[config.mk]
export PLATFORM = sky130hd
export DESIGN_NAME = note_string_tone_divider
export DESIGN_NICKNAME = d
export VERILOG_FILES = /design/src/hw/rtl/ntd_pkg.sv /design/src/hw/rtl/note_string_tone_divider.sv /design/src/hw/rtl/ntd_front.sv /design/src/hw/rtl/ntd_fifo.sv /design/src/hw/rtl/ntd_back.sv
export SDC_FILE = /design/constraint.sdc
export NUM_CORES = 1
export LEC_CHECK = 0
export BUFFER_PORTS_ARGS = -buffer_cell sky130_fd_sc_hd__clkbuf_2
export CORE_UTILIZATION = 50
export CTS_CLUSTER_SIZE = 30
export DETAILED_ROUTE_END_ITERATION = 8
export PLACE_DENSITY_LB_ADDON = 0.15
export SLEW_MARGIN = 25
export SYNTH_ARGS = -nofsm -noshare
export SYNTH_HDL_FRONTEND = slang
export SYNTH_SLANG_ARGS = --single-unit
[constraint.sdc]
create_clock -name clk_i -period 7.23 [get_ports clk_i]
set_input_delay 0.3615 -clock clk_i [delete_from_list [all_inputs] [get_ports clk_i]]
set_output_delay 0.3615 -clock clk_i [all_outputs]
set_load 0.005 [all_outputs]
[src/hw/rtl/ntd_pkg.sv]
package ntd_pkg;

  // Clock and arithmetic widths
  localparam int unsigned CLOCK_HZ = 64000000;
  localparam int DIV_W  = $clog2(CLOCK_HZ + 1);
  localparam int CNT_W  = $clog2(DIV_W);
  localparam int HZ_W   = 10;
  localparam int PRE_W  = 16;
  localparam int DSR_W  = HZ_W + PRE_W + 1;
  localparam int PER_W  = 21;
  localparam int CMP_W  = 20;
  localparam int CHAR_W = 8;
  localparam int OCT_W  = 3;

  localparam logic [DIV_W-1:0] DIVIDEND     = DIV_W'(CLOCK_HZ);
  localparam logic [DIV_W-1:0] PERIOD_MAX   = DIV_W'((1 << PER_W) - 1);
  localparam logic [PRE_W-1:0] PRESCALE_RST = PRE_W'(9);

  // One queued note: frequency or silence
  typedef struct packed {
    logic            silent;
    logic [HZ_W-1:0] hz;
  } tone_tok_t;

endpackage

[src/hw/rtl/note_string_tone_divider.sv]
// Path from an input beat that completes a note to its result: queue write, dequeue,
// multiply, 26 restoring divide steps, result register (held while out_ready_i is low).
// The shared bit-serial divider handles one note at a time; others wait in the queue.
// Silent notes skip multiply and divide; an octave digit with none pending gives no result.
// Reset (rst_ni low, asynchronous): no octave pending, queue and result empty,
// prescale = 9.
module note_string_tone_divider (
  input  logic                        clk_i,
  input  logic                        rst_ni,
  input  logic                        cfg_valid_i,
  output logic                        cfg_ready_o,
  input  logic [ntd_pkg::PRE_W-1:0]   cfg_prescale_i,
  input  logic                        in_valid_i,
  output logic                        in_ready_o,
  input  logic [ntd_pkg::CHAR_W-1:0]  char_code_i,
  output logic                        out_valid_o,
  input  logic                        out_ready_i,
  output logic [ntd_pkg::HZ_W-1:0]    tone_hz_o,
  output logic [ntd_pkg::PER_W-1:0]   period_word_o,
  output logic [ntd_pkg::CMP_W-1:0]   compare_word_o,
  output logic                        silent_o
);

  logic [ntd_pkg::PRE_W-1:0] prescale_q;
  logic                      q_push, q_pop, q_full, q_empty;
  ntd_pkg::tone_tok_t        push_tok, pop_tok;

  // Prescale register
  assign cfg_ready_o = 1'b1;
  always_ff @(posedge clk_i or negedge rst_ni) begin
    if (!rst_ni) begin
      prescale_q <= ntd_pkg::PRESCALE_RST;
    end else if (cfg_valid_i) begin
      prescale_q <= cfg_prescale_i;
    end
  end

  ntd_front u_front (
    .clk_i       (clk_i),
    .rst_ni      (rst_ni),
    .in_valid_i  (in_valid_i),
    .in_ready_o  (in_ready_o),
    .char_code_i (char_code_i),
    .q_full_i    (q_full),
    .q_push_o    (q_push),
    .q_tok_o     (push_tok)
  );

  ntd_fifo u_fifo (
    .clk_i   (clk_i),
    .rst_ni  (rst_ni),
    .push_i  (q_push),
    .data_i  (push_tok),
    .full_o  (q_full),
    .pop_i   (q_pop),
    .data_o  (pop_tok),
    .empty_o (q_empty)
  );

  ntd_back u_back (
    .clk_i          (clk_i),
    .rst_ni         (rst_ni),
    .prescale_i     (prescale_q),
    .q_empty_i      (q_empty),
    .q_tok_i        (pop_tok),
    .q_pop_o        (q_pop),
    .out_valid_o    (out_valid_o),
    .out_ready_i    (out_ready_i),
    .tone_hz_o      (tone_hz_o),
    .period_word_o  (period_word_o),
    .compare_word_o (compare_word_o),
    .silent_o       (silent_o)
  );

endmodule

[src/hw/rtl/ntd_front.sv]
module ntd_front (
  input  logic                         clk_i,
  input  logic                         rst_ni,
  input  logic                         in_valid_i,
  output logic                         in_ready_o,
  input  logic [ntd_pkg::CHAR_W-1:0]   char_code_i,
  input  logic                         q_full_i,
  output logic                         q_push_o,
  output ntd_pkg::tone_tok_t           q_tok_o
);

  localparam logic [ntd_pkg::CHAR_W-1:0] CHAR_ONE  = 8'h31;
  localparam logic [ntd_pkg::CHAR_W-1:0] CHAR_FIVE = 8'h35;
  localparam logic [ntd_pkg::CHAR_W-1:0] CHAR_ZERO = 8'h30;
  localparam logic [3:0] SLOT_NONE = 4'd15;

  localparam logic [ntd_pkg::HZ_W-1:0] NOTE_HZ [60] = '{
    10'd33,  10'd35,  10'd37,  10'd39,  10'd41,  10'd44,
    10'd46,  10'd49,  10'd52,  10'd55,  10'd58,  10'd62,
    10'd65,  10'd69,  10'd73,  10'd78,  10'd82,  10'd87,
    10'd93,  10'd98,  10'd104, 10'd110, 10'd117, 10'd123,
    10'd131, 10'd139, 10'd147, 10'd156, 10'd165, 10'd175,
    10'd185, 10'd196, 10'd208, 10'd220, 10'd233, 10'd247,
    10'd262, 10'd277, 10'd294, 10'd311, 10'd330, 10'd349,
    10'd370, 10'd392, 10'd415, 10'd440, 10'd466, 10'd494,
    10'd523, 10'd554, 10'd587, 10'd622, 10'd659, 10'd698,
    10'd740, 10'd784, 10'd831, 10'd880, 10'd932, 10'd988
  };

  logic [ntd_pkg::OCT_W-1:0] oct_q, oct_d;
  logic                      beat;
  logic                      is_digit;
  logic [3:0]                slot;
  logic [5:0]                row;
  logic [5:0]                idx;

  // Note letter to semitone slot
  always_comb begin
    unique case (char_code_i)
      8'h63:   slot = 4'd0;
      8'h43:   slot = 4'd1;
      8'h64:   slot = 4'd2;
      8'h44:   slot = 4'd3;
      8'h65:   slot = 4'd4;
      8'h66:   slot = 4'd5;
      8'h46:   slot = 4'd6;
      8'h67:   slot = 4'd7;
      8'h47:   slot = 4'd8;
      8'h61:   slot = 4'd9;
      8'h41:   slot = 4'd10;
      8'h62:   slot = 4'd11;
      default: slot = SLOT_NONE;
    endcase
  end

  assign in_ready_o = !q_full_i;
  assign beat       = in_valid_i && in_ready_o;
  assign is_digit   = (char_code_i >= CHAR_ONE) && (char_code_i <= CHAR_FIVE);

  // Table index: (octave - 1) * 12 + slot
  assign row = 6'({3'b000, oct_q} - 6'd1);
  assign idx = (row << 3) + (row << 2) + {2'b00, slot};

  // Classify the beat and build the token
  always_comb begin
    oct_d          = oct_q;
    q_push_o       = 1'b0;
    q_tok_o.silent = 1'b1;
    q_tok_o.hz     = '0;
    if (beat) begin
      if (oct_q == '0) begin
        if (is_digit) begin
          oct_d = ntd_pkg::OCT_W'(char_code_i - CHAR_ZERO);
        end else begin
          q_push_o = 1'b1;
        end
      end else begin
        q_push_o = 1'b1;
        oct_d    = '0;
        if (slot != SLOT_NONE) begin
          q_tok_o.silent = 1'b0;
          q_tok_o.hz     = NOTE_HZ[idx];
        end
      end
    end
  end

  always_ff @(posedge clk_i or negedge rst_ni) begin
    if (!rst_ni) begin
      oct_q <= '0;
    end else begin
      oct_q <= oct_d;
    end
  end

endmodule

[src/hw/rtl/ntd_fifo.sv]
module ntd_fifo (
  input  logic                clk_i,
  input  logic                rst_ni,
  input  logic                push_i,
  input  ntd_pkg::tone_tok_t  data_i,
  output logic                full_o,
  input  logic                pop_i,
  output ntd_pkg::tone_tok_t  data_o,
  output logic                empty_o
);

  ntd_pkg::tone_tok_t mem_q [2];
  logic               wr_q, rd_q;
  logic [1:0]         cnt_q;

  assign full_o  = cnt_q == 2'd2;
  assign empty_o = cnt_q == 2'd0;
  assign data_o  = mem_q[rd_q];

  // Storage
  always_ff @(posedge clk_i) begin
    if (push_i) begin
      mem_q[wr_q] <= data_i;
    end
  end

  // Pointers and fill count
  always_ff @(posedge clk_i or negedge rst_ni) begin
    if (!rst_ni) begin
      wr_q  <= 1'b0;
      rd_q  <= 1'b0;
      cnt_q <= '0;
    end else begin
      if (push_i) begin
        wr_q <= !wr_q;
      end
      if (pop_i) begin
        rd_q <= !rd_q;
      end
      if (push_i && !pop_i) begin
        cnt_q <= cnt_q + 2'd1;
      end else if (pop_i && !push_i) begin
        cnt_q <= cnt_q - 2'd1;
      end
    end
  end

endmodule

[src/hw/rtl/ntd_back.sv]
module ntd_back (
  input  logic                        clk_i,
  input  logic                        rst_ni,
  input  logic [ntd_pkg::PRE_W-1:0]   prescale_i,
  input  logic                        q_empty_i,
  input  ntd_pkg::tone_tok_t          q_tok_i,
  output logic                        q_pop_o,
  output logic                        out_valid_o,
  input  logic                        out_ready_i,
  output logic [ntd_pkg::HZ_W-1:0]    tone_hz_o,
  output logic [ntd_pkg::PER_W-1:0]   period_word_o,
  output logic [ntd_pkg::CMP_W-1:0]   compare_word_o,
  output logic                        silent_o
);

  typedef enum logic [1:0] {
    ST_IDLE,
    ST_MUL,
    ST_DIV,
    ST_DONE
  } state_e;

  state_e                            state_q;
  ntd_pkg::tone_tok_t                tok_q;
  logic [ntd_pkg::DSR_W-1:0]         dsr_q;
  logic [ntd_pkg::DSR_W-1:0]         rem_q;
  logic [ntd_pkg::DIV_W-1:0]         quo_q;
  logic [ntd_pkg::CNT_W-1:0]         cnt_q;
  logic                              out_valid_q;
  logic [ntd_pkg::HZ_W-1:0]          hz_q;
  logic [ntd_pkg::PER_W-1:0]         per_q;
  logic [ntd_pkg::CMP_W-1:0]         cmp_q;
  logic                              sil_q;

  logic [ntd_pkg::DSR_W:0]           trial;
  logic                              fits;
  logic [ntd_pkg::DIV_W-1:0]         per_full;
  logic [ntd_pkg::DIV_W-1:0]         per_sat;
  logic                              out_free;
  logic [ntd_pkg::DSR_W-1:0]         product;

  // One radix-2 restoring step
  assign trial = {rem_q, ntd_pkg::DIVIDEND[cnt_q]};
  assign fits  = trial >= {1'b0, dsr_q};

  // Divisor: hz * (prescale + 1)
  assign product = ntd_pkg::DSR_W'(tok_q.hz) *
                   ntd_pkg::DSR_W'({1'b0, prescale_i} + 17'd1);

  // Quotient to reload word with saturation
  assign per_full = (quo_q == '0) ? '0 : quo_q - ntd_pkg::DIV_W'(1);
  assign per_sat  = (per_full > ntd_pkg::PERIOD_MAX) ? ntd_pkg::PERIOD_MAX : per_full;

  assign out_free = !out_valid_q || out_ready_i;
  assign q_pop_o  = (state_q == ST_IDLE) && !q_empty_i;

  assign out_valid_o    = out_valid_q;
  assign tone_hz_o      = hz_q;
  assign period_word_o  = per_q;
  assign compare_word_o = cmp_q;
  assign silent_o       = sil_q;

  // Sequencer and result register
  always_ff @(posedge clk_i or negedge rst_ni) begin
    if (!rst_ni) begin
      state_q     <= ST_IDLE;
      out_valid_q <= 1'b0;
      tok_q       <= '0;
      dsr_q       <= '0;
      rem_q       <= '0;
      quo_q       <= '0;
      cnt_q       <= '0;
      hz_q        <= '0;
      per_q       <= '0;
      cmp_q       <= '0;
      sil_q       <= 1'b0;
    end else begin
      // in ST_DONE the result register reloads valid itself
      if (out_valid_q && out_ready_i && (state_q != ST_DONE)) begin
        out_valid_q <= 1'b0;
      end
      unique case (state_q)
        ST_IDLE: begin
          if (!q_empty_i) begin
            tok_q   <= q_tok_i;
            state_q <= q_tok_i.silent ? ST_DONE : ST_MUL;
          end
        end
        ST_MUL: begin
          dsr_q   <= product;
          rem_q   <= '0;
          quo_q   <= '0;
          cnt_q   <= ntd_pkg::CNT_W'(ntd_pkg::DIV_W - 1);
          state_q <= ST_DIV;
        end
        ST_DIV: begin
          rem_q <= fits ? ntd_pkg::DSR_W'(trial - {1'b0, dsr_q})
                        : ntd_pkg::DSR_W'(trial);
          quo_q <= {quo_q[ntd_pkg::DIV_W-2:0], fits};
          cnt_q <= cnt_q - ntd_pkg::CNT_W'(1);
          if (cnt_q == '0) begin
            state_q <= ST_DONE;
          end
        end
        ST_DONE: begin
          if (out_free) begin
            out_valid_q <= 1'b1;
            state_q     <= ST_IDLE;
            if (tok_q.silent) begin
              hz_q  <= '0;
              per_q <= '0;
              cmp_q <= '0;
              sil_q <= 1'b1;
            end else begin
              hz_q  <= tok_q.hz;
              per_q <= per_sat[ntd_pkg::PER_W-1:0];
              cmp_q <= per_sat[ntd_pkg::PER_W-1:1];
              sil_q <= 1'b0;
            end
          end
        end
        default: state_q <= ST_IDLE;
      endcase
    end
  end

endmodule
# Word level (Yosys, flattened, before mapping)
# Memory sizes are Yosys's and may differ from the RTL's.
# Index checks and enable logic that the tools add are counted.
# word_totals
register_bits	174
mem_bits_rw	22
mem_bits_ro	672
out_inout_bits	55
wordCells	121
n_memories	3
# op_classes
addsub	10
mul	1
n_lt_le_gt_ge	6
n_eq_ne	22
mux	34
n_bitwise	2
reduce_logical	26
# memory_table
name	words	word_bits	rd	rd_ports_with_merged_regs	wr	line_no	text
(name not given)	64	10	1	0	0	ntd_front.sv:82	q_tok_o.hz = NOTE_HZ[idx];
(name not given)	32	1	1	0	0	ntd_back.sv:43	assign trial = {rem_q, ntd_pkg::DIVIDEND[cnt_q]};
u_fifo.mem_q	2	11	1	0	1	ntd_fifo.sv:12	ntd_pkg::tone_tok_t mem_q [2];
# op_table
op	n
$eq A8 B7 Y1 const B	12
$pmux W27 S2	1
$pmux W26 S2	1
$pmux W4 S12	1
$mux W21	2
$mux W11	3
$mux W10	3
$ge A28 B27 Y1	1
$mul A10 B27 Y27	1
$mux W27	1
$sub A27 B27 Y27	1
$gt A26 B21 Y1 const B	1
$logic_not A26 Y1	1
$mux W26	1
$sub A26 B1 Y26 const B	1
$mux W20	1
$add A16 B1 Y17 const B	1
$mux W2	6
$mux W1	10
$pmux W5 S2	1
$ge A8 B6 Y1 const B	1
$le A8 B6 Y1 const B	1
$pmux W2 S4	1
$ge A7 B7 Y1 const B	1
25 further kinds	47

# Logic depth before layout (Yosys ltp)
# Gate-level depths: netlist of the first run.
# depth
word_depth	10
ltp_mapped	26

# Cells and area by module
# A second synthesis of the first run with hierarchy kept.
# unflattened
hier_cells	1725
area_unflattened_um2	15960.3
# by_module_without_submodules
mod	instances	cells_per_inst	area_each_um2	seq_area_each_um2
ntd_back	1	1427	12816.0	3278.1
ntd_front	1	212	1462.7	75.1
ntd_fifo	1	50	1018.5	760.7
note_string_tone_divider	1	36	663.1	402.9

# Worst setup path before layout of the first run
# Ideal clock, no wire load.
# synth_path
path_type	register to register
from	reg prescale_q[3] (netlist bit)
to	reg u_back.dsr_q[24] (netlist bit)
arrival_time_ns	6.565
required_time_ns	7.110
path_slack_ns	0.545
stages_incl_launch_ff	27
path_buffers	1
cell_sequence	dfstp_2 > and3_1 > and2_1 > and3_1 > nand2_1 > xnor2_1 > nand2_1 > fa_1 > inv_1 > fa_1 > inv_1 > fa_1 > inv_1 > fa_1 > inv_1 > fa_1 > inv_1 > ha_1 > clkbuf_1 > and3_1 > and3_1 > a22o_1 > a2111oi_0 > nor2_1 > o21a_1 > or3_1 > a31o_2
# synth_between
elab_chain_cells	2
# synth_rtl
item	line_no	text
start, declared	note_string_tone_divider.sv:24	logic [ntd_pkg::PRE_W-1:0] prescale_q;
start signal, assigned	note_string_tone_divider.sv:32	prescale_q <= ntd_pkg::PRESCALE_RST;
start signal, assigned	note_string_tone_divider.sv:34	prescale_q <= cfg_prescale_i;
$add A16 B1 Y17	ntd_back.sv:48	ntd_pkg::DSR_W'({1'b0, prescale_i} + 17'd1);
$mul A10 B27 Y27	ntd_back.sv:47	assign product = ntd_pkg::DSR_W'(tok_q.hz) *
end signal, assigned	ntd_back.sv:90	dsr_q <= product;
end, declared	ntd_back.sv:25	logic [ntd_pkg::DSR_W-1:0] dsr_q;
# No other way between the ends.
# A chain may end at the register's enable or synchronous reset.

# Final worst setup path of the first run
# Same ends and word-level chain as after synthesis.

==> out/qor.txt, run 1 <==
H-tree Lvls: 4
vias per inst: 5.630
Unique masters post-synth: 69
residual DRC count: 0
Final min period: 6.904 ns
post-synth net total: 1,981
Seq/Total Area, Yosys: 28.55%
GPL Wtd Cong: 0.8898
crit path capture type: register
GRT Overall Usage: 22.68%
Post-synth EDFFs: 22
syn avg cell area: 9.208 µm²
Setup Crit Path Kind: reg -> reg
HP Class: in -> reg
Synth Flop Type: dfrtp_1
CTS tree: built
CTS max path bufs: 2
CTS buffer count: 17
root buf cell: clkbuf_16
Slew Limit Fails: 0
I/O pins: 84
Hold Vio Cnt, Final: 0
I/O Buffers: 82
run status: complete, no violations
clk slew on worst S/H paths: 0.08 ns
critical path fanouts, max: 5
Post-DP HPWL: 25,690 µm
setup TNS: 0 ns
clk_lat worst skew: 0.45 ns
Sinks on Clock Net: 176
top post-synthesis cells by count: inv_1, nand2_1, dfrtp_1, fa_1, ha_1
post-synthesis async set-or-reset flop share: 87.50%
Setup violations, final: 0
Critical Path AT: 7.25 ns
initial core utilization: 51.31%
flops & latches, synth: 176
Worst EP required: 7.58 ns
Area growth syn-to-layout: 8.535%
clk_skew: 0.009899 ns
grt ovf: 0
vias in the first global route: 12,229
Startpoint Class: register
fmax: 144.8 MHz
1st-iter DRT viols: 590
routed len/inst: 16.18 µm
Ys Warns: 0
Tcrit/Tclk final: 95.50%
Detailed Route WL: 34,910 µm
count leader, synth: inv_1
max-cap viol count: 0
layout cells sized above 1: 10.61%
Worst-Margin Slew: 0.9755 ns
Max-slew headroom: 34.83%
die span in y: 179.9 µm
initial antenna violation count: 0
largest area contributor in the netlist: dfrtp_1
die width: 179.9 µm
first-pass GRT wire length: 60,140 µm
DRT Pass-1 Iters: 5
Fill cells: 2,783
area share of the largest cell type after synthesis: 24.04%
vias: 12,150
largest net degree at the start of global routing: 84
# rows: 64
antenna-violating nets left: 0
Post-Syn Instances: 1,718
synthesized area: 15,820 µm²
Core ar.: 30,830 µm²
Die ar.: 32,350 µm²
Diodes inserted: 0
largest cells by area after synthesis: dfrtp_1, fa_1, ha_1, inv_1, nand2_1
Final nets: 2,012
metrics by stage:
step / setup slack, ns / hold WS [ns] / utilization (%) / instance area, µm² / instances
6_report: 0.3256 / 0.1372 / 55.69 / 17170 / 2158
5_1_grt: -0.03179 / 0.1397 / 55.69 / 17170 / 2158
4_1_cts: 0.06887 / 0.1137 / 55.47 / 17100 / 2157
3_5_place_dp: -0.01637 / 0.4725 / 53.49 / 16490 / 2124
3_3_place_gp: 0.05125 / 0.4645 / 53.48 / 16490 / 2124
2_1_floorplan: 0.5445 / 0.06591 / - / 15820 / 1718
cell type report:
cell class | instances | area, µm² | area share (%)
inverters | 191 | 716.9 | 4.176
multi-input cells | 1251 | 10200 | 59.39
flip-flops and latches | 176 | 4517 | 26.31
repair buffers | 112 | 648.1 | 3.775
clock buffers | 18 | 450.4 | 2.624
well taps | 396 | 495.5 | 2.886
clock inverters | 14 | 143.9 | 0.8381
path summary, 6_finish.rpt:
check                                           end                 from  cells after the start  slack, ns
max in group asynchronous           u_back.dsr_q[7]               rst_ni                      3       5.56
min reg2reg                     u_back.tone_hz_o[9]  u_back.tone_hz_o[9]                      2       0.49
min in group asynchronous  u_back.compare_word_o[4]               rst_ni                      2       0.52
max                                u_back.dsr_q[24]        prescale_q[3]                     25       0.33
min                                   prescale_q[5]    cfg_prescale_i[5]                      2       0.14
max reg2reg                        u_back.dsr_q[24]        prescale_q[3]                     25       0.33
state kept, by name, indices dropped and copies added (netlist names):
name,flops
u_back.dsr_q,27
u_back.period_word_o,1
prescale_q,16
u_back.tone_hz_o,10
u_back.out_valid_o,1
u_fifo.wr_q,1
u_back.silent_o,1
u_front.oct_q,3
u_back.cnt_q,5
u_fifo.mem_q,22
u_back.rem_q,27
u_back.quo_q,26
u_back.state_q,2
u_fifo.cnt_q,2
u_fifo.rd_q,1
u_back.tok_q,11
u_back.compare_word_o,20
worst max-delay path, stage by stage (launching register included):
cell and delay (ns):
dfstp_2 0.56, and3_1 0.17, and2_1 0.18, and3_2 0.25
nand3_4 0.12, nor2_2 0.18, xor2_2 0.27, nand2_1 0.12
fa_1 0.56, inv_1 0.05, fa_1 0.52, fa_1 0.44
fa_1 0.56, inv_1 0.06, fa_1 0.52, inv_1 0.04
ha_1 0.34, and3_1 0.24, a31oi_1 0.18, a21oi_1 0.12
a2111oi_2 0.36, buf_4 0.18, nor2_1 0.05, o21a_1 0.18
or3_1 0.30, a31o_2 0.25
layout by cell type, fill, tap and decap left out, types with 19 or more instances in the layout:
master | Yosys | final
buf_4 | 21 | 28
nor2b_1 | 27 | 27
dfrtp_1 | 152 | 152
xor2_1 | 24 | 22
clkbuf_2 | 0 | 81
a211oi_1 | 22 | 22
and2_1 | 87 | 86
xnor2_1 | 57 | 55
fa_1 | 120 | 120
o21ai_0 | 113 | 113
nand3_1 | 51 | 50
nand2_1 | 178 | 178
ha_1 | 114 | 113
nand2b_1 | 32 | 32
a22o_1 | 26 | 26
edfxtp_1 | 22 | 22
inv_1 | 190 | 190
a21o_1 | 29 | 29
a21oi_1 | 60 | 60
mux2i_1 | 37 | 37
mux2_2 | 19 | 19
nor2_1 | 67 | 66
routing by layer:
| layer | wire [µm] | up-vias | GRT usage [%] |
|---|---|---|---|
| li1 | - | 5861 | - |
| met1 | 16260 | 6005 | 30.65 |
| met5 | 0 | - | 0 |
| met3 | 1217 | 47 | 3.039 |
| met2 | 16800 | 237 | 37.79 |
| met4 | 636 | 0 | 7.241 |
cells by family (layout without fill, tap and decap cells):
kind of cell	count (synthesis)	after routing	share of synthesized area, %
buffers and inverters	291	335	7.443
DFF	176	176	28.55
xor gates and xnor gates	81	81	4.485
adders and majority gates	234	234	24.20
AOI/OAI and AO/OA	356	356	14.62
other	1	1	0.02371
muxes	60	60	4.192
and+or+nand+nor	519	519	16.48
repair_timing:
item	CTS	global route
hold buffers	1	0
hold endpoints to repair	52	0
pin swaps	0	1
resized for setup	1	10
setup buffers	0	1
setup endpoints to repair	1	2
Power of run 1 is not shown: default switching activity piles up to over one toggle a cycle in this logic, so the estimate is an artifact.
==> run 2, diff against run 1 <==
Clock period 7.23 ns to 7.45 ns, I/O delays scaled along.
==> out/qor.txt, run 2 (synthesized netlist as in run 1, its figures left out) <==
residual DRC count: 0
GPL Wtd Cong: 0.8752
vias in the first global route: 12,097
Area growth syn-to-layout: 8.495%
Hold Vio Cnt, Final: 0
Fill cells: 2,796
critical path fanouts, max: 7
largest net degree at the start of global routing: 83
Final min period: 6.977 ns
Sinks on Clock Net: 176
commonest non-fill, non-tap cell in the layout: inv_1
layout cells sized above 1: 10.32%
# rows: 64
Diodes inserted: 0
clk slew on worst S/H paths: 0.07 ns
Detailed Route WL: 35,430 µm
Final nets: 2,014
Startpoint Class: register
Slew Limit Fails: 0
grt ovf: 0
clk_lat worst skew: 0.45 ns
Critical path origin: prescale_q[3]
setup TNS: 0 ns
GRT Overall Usage: 23.05%
Critical Path AT: 7.33 ns
Setup Crit Path Kind: reg -> reg
initial core utilization: 51.31%
max-cap viol count: 0
first-pass GRT wire length: 60,850 µm
crit path capture type: register
I/O Buffers: 82
Largest regs: u_back.dsr_q (27), u_back.rem_q (27), u_back.quo_q (26)
die width: 179.9 µm
Die ar.: 32,350 µm²
CTS tree: built
run status: complete, no violations
routed len/inst: 16.40 µm
root buf cell: clkbuf_16
RSZ-0062 raised after global routing: false
CTS max path bufs: 2
vias per inst: 5.658
I/O pins: 84
fmax: 143.3 MHz
die span in y: 179.9 µm
DRT Pass-1 Iters: 5
antenna-violating nets left: 0
Max-slew headroom: 32.94%
Post-CTS Setup Bufs: 0
Post-DP HPWL: 26,080 µm
H-tree Lvls: 4
CTS buffer count: 17
Setup violations, final: 0
Critical R2R Launch: prescale_q[3]
Worst-Margin Slew: 1.004 ns
initial antenna violation count: 0
clk_skew: 0.01958 ns
Core ar.: 30,830 µm²
vias: 12,222
Hold Path Origin: cfg_prescale_i[14]
HP Class: in -> reg
Worst EP required: 7.80 ns
1st-iter DRT viols: 679
Tcrit/Tclk final: 93.65%
commonest cells after routing, fill and taps aside: inv_1, nand2_1, dfrtp_1, fa_1
==> run 2: per-stage QoR <==
step	std cells	worst slack, ns	hold WS, ns	area [µm²]	utilization [%]
global placement	2127	0.1456	0.4659	16510	53.56
floorplan	1718	0.7645	0.07691	15820	-
finish	2160	0.4734	0.1565	17160	55.67
global route	2160	0.06449	0.1434	17160	55.67
detailed placement	2127	0.04436	0.4734	16510	53.56
CTS	2160	0.02648	0.1350	17150	55.61
==> run 2: repair_timing <==
item                                    4_1_cts  5_1_grt
endpoints found under the setup margin        0        2
endpoints found under the hold margin        14        0
hold buffers                                  1        0
gates resized for setup                       0        3
==> run 2: area by class of cell <==
cell class / instances / area (µm²) / share of cell area (%)
repair buffers: 114 / 663.1 / 3.864
multi-input cells: 1251 / 10150 / 59.12
flip-flops and latches: 176 / 4517 / 26.32
well taps: 396 / 495.5 / 2.887
clock buffers: 19 / 452.9 / 2.639
clock inverters: 13 / 171.4 / 0.9988
inverters: 191 / 716.9 / 4.177
==> run 2: final timing paths <==
kind                       slack [ns]  cells after the start                       end
setup / recovery                 0.47                     24          u_back.dsr_q[24]
hold / removal                   0.16                      2            prescale_q[14]
setup reg to reg                 0.47                     24          u_back.dsr_q[24]
hold reg to reg                  0.49                      2       u_back.tone_hz_o[3]
max in group asynchronous        5.77                      3           u_back.dsr_q[2]
min in group asynchronous        0.52                      2  u_back.compare_word_o[1]
==> run 2: metal layers <==
metal	up-vias	track usage, %	wire, µm
met5	-	0	0
li1	5861	-	-
met4	0	4.966	445
met3	36	3.728	1573
met2	275	37.98	16860
met1	6050	32.01	16550
==> run 2: worst max-delay path, stage by stage, from the launching register on <==
cell and delay (ns):
dfstp_2 0.55, and3_1 0.17, and2_1 0.18, and3_1 0.22, nand2_1 0.08, xnor2_1 0.35
buf_4 0.22, and2_1 0.14, fa_1 0.44, fa_1 0.48, fa_1 0.52, fa_1 0.55
inv_1 0.06, fa_1 0.52, inv_1 0.04, ha_1 0.22, a211oi_1 0.33, nand3_1 0.17
a22o_1 0.32, a2111oi_2 0.36, buf_4 0.18, nor2_1 0.05, o21a_1 0.18, or3_1 0.30
a31o_2 0.24
Power of run 2 is left out for the same reason.
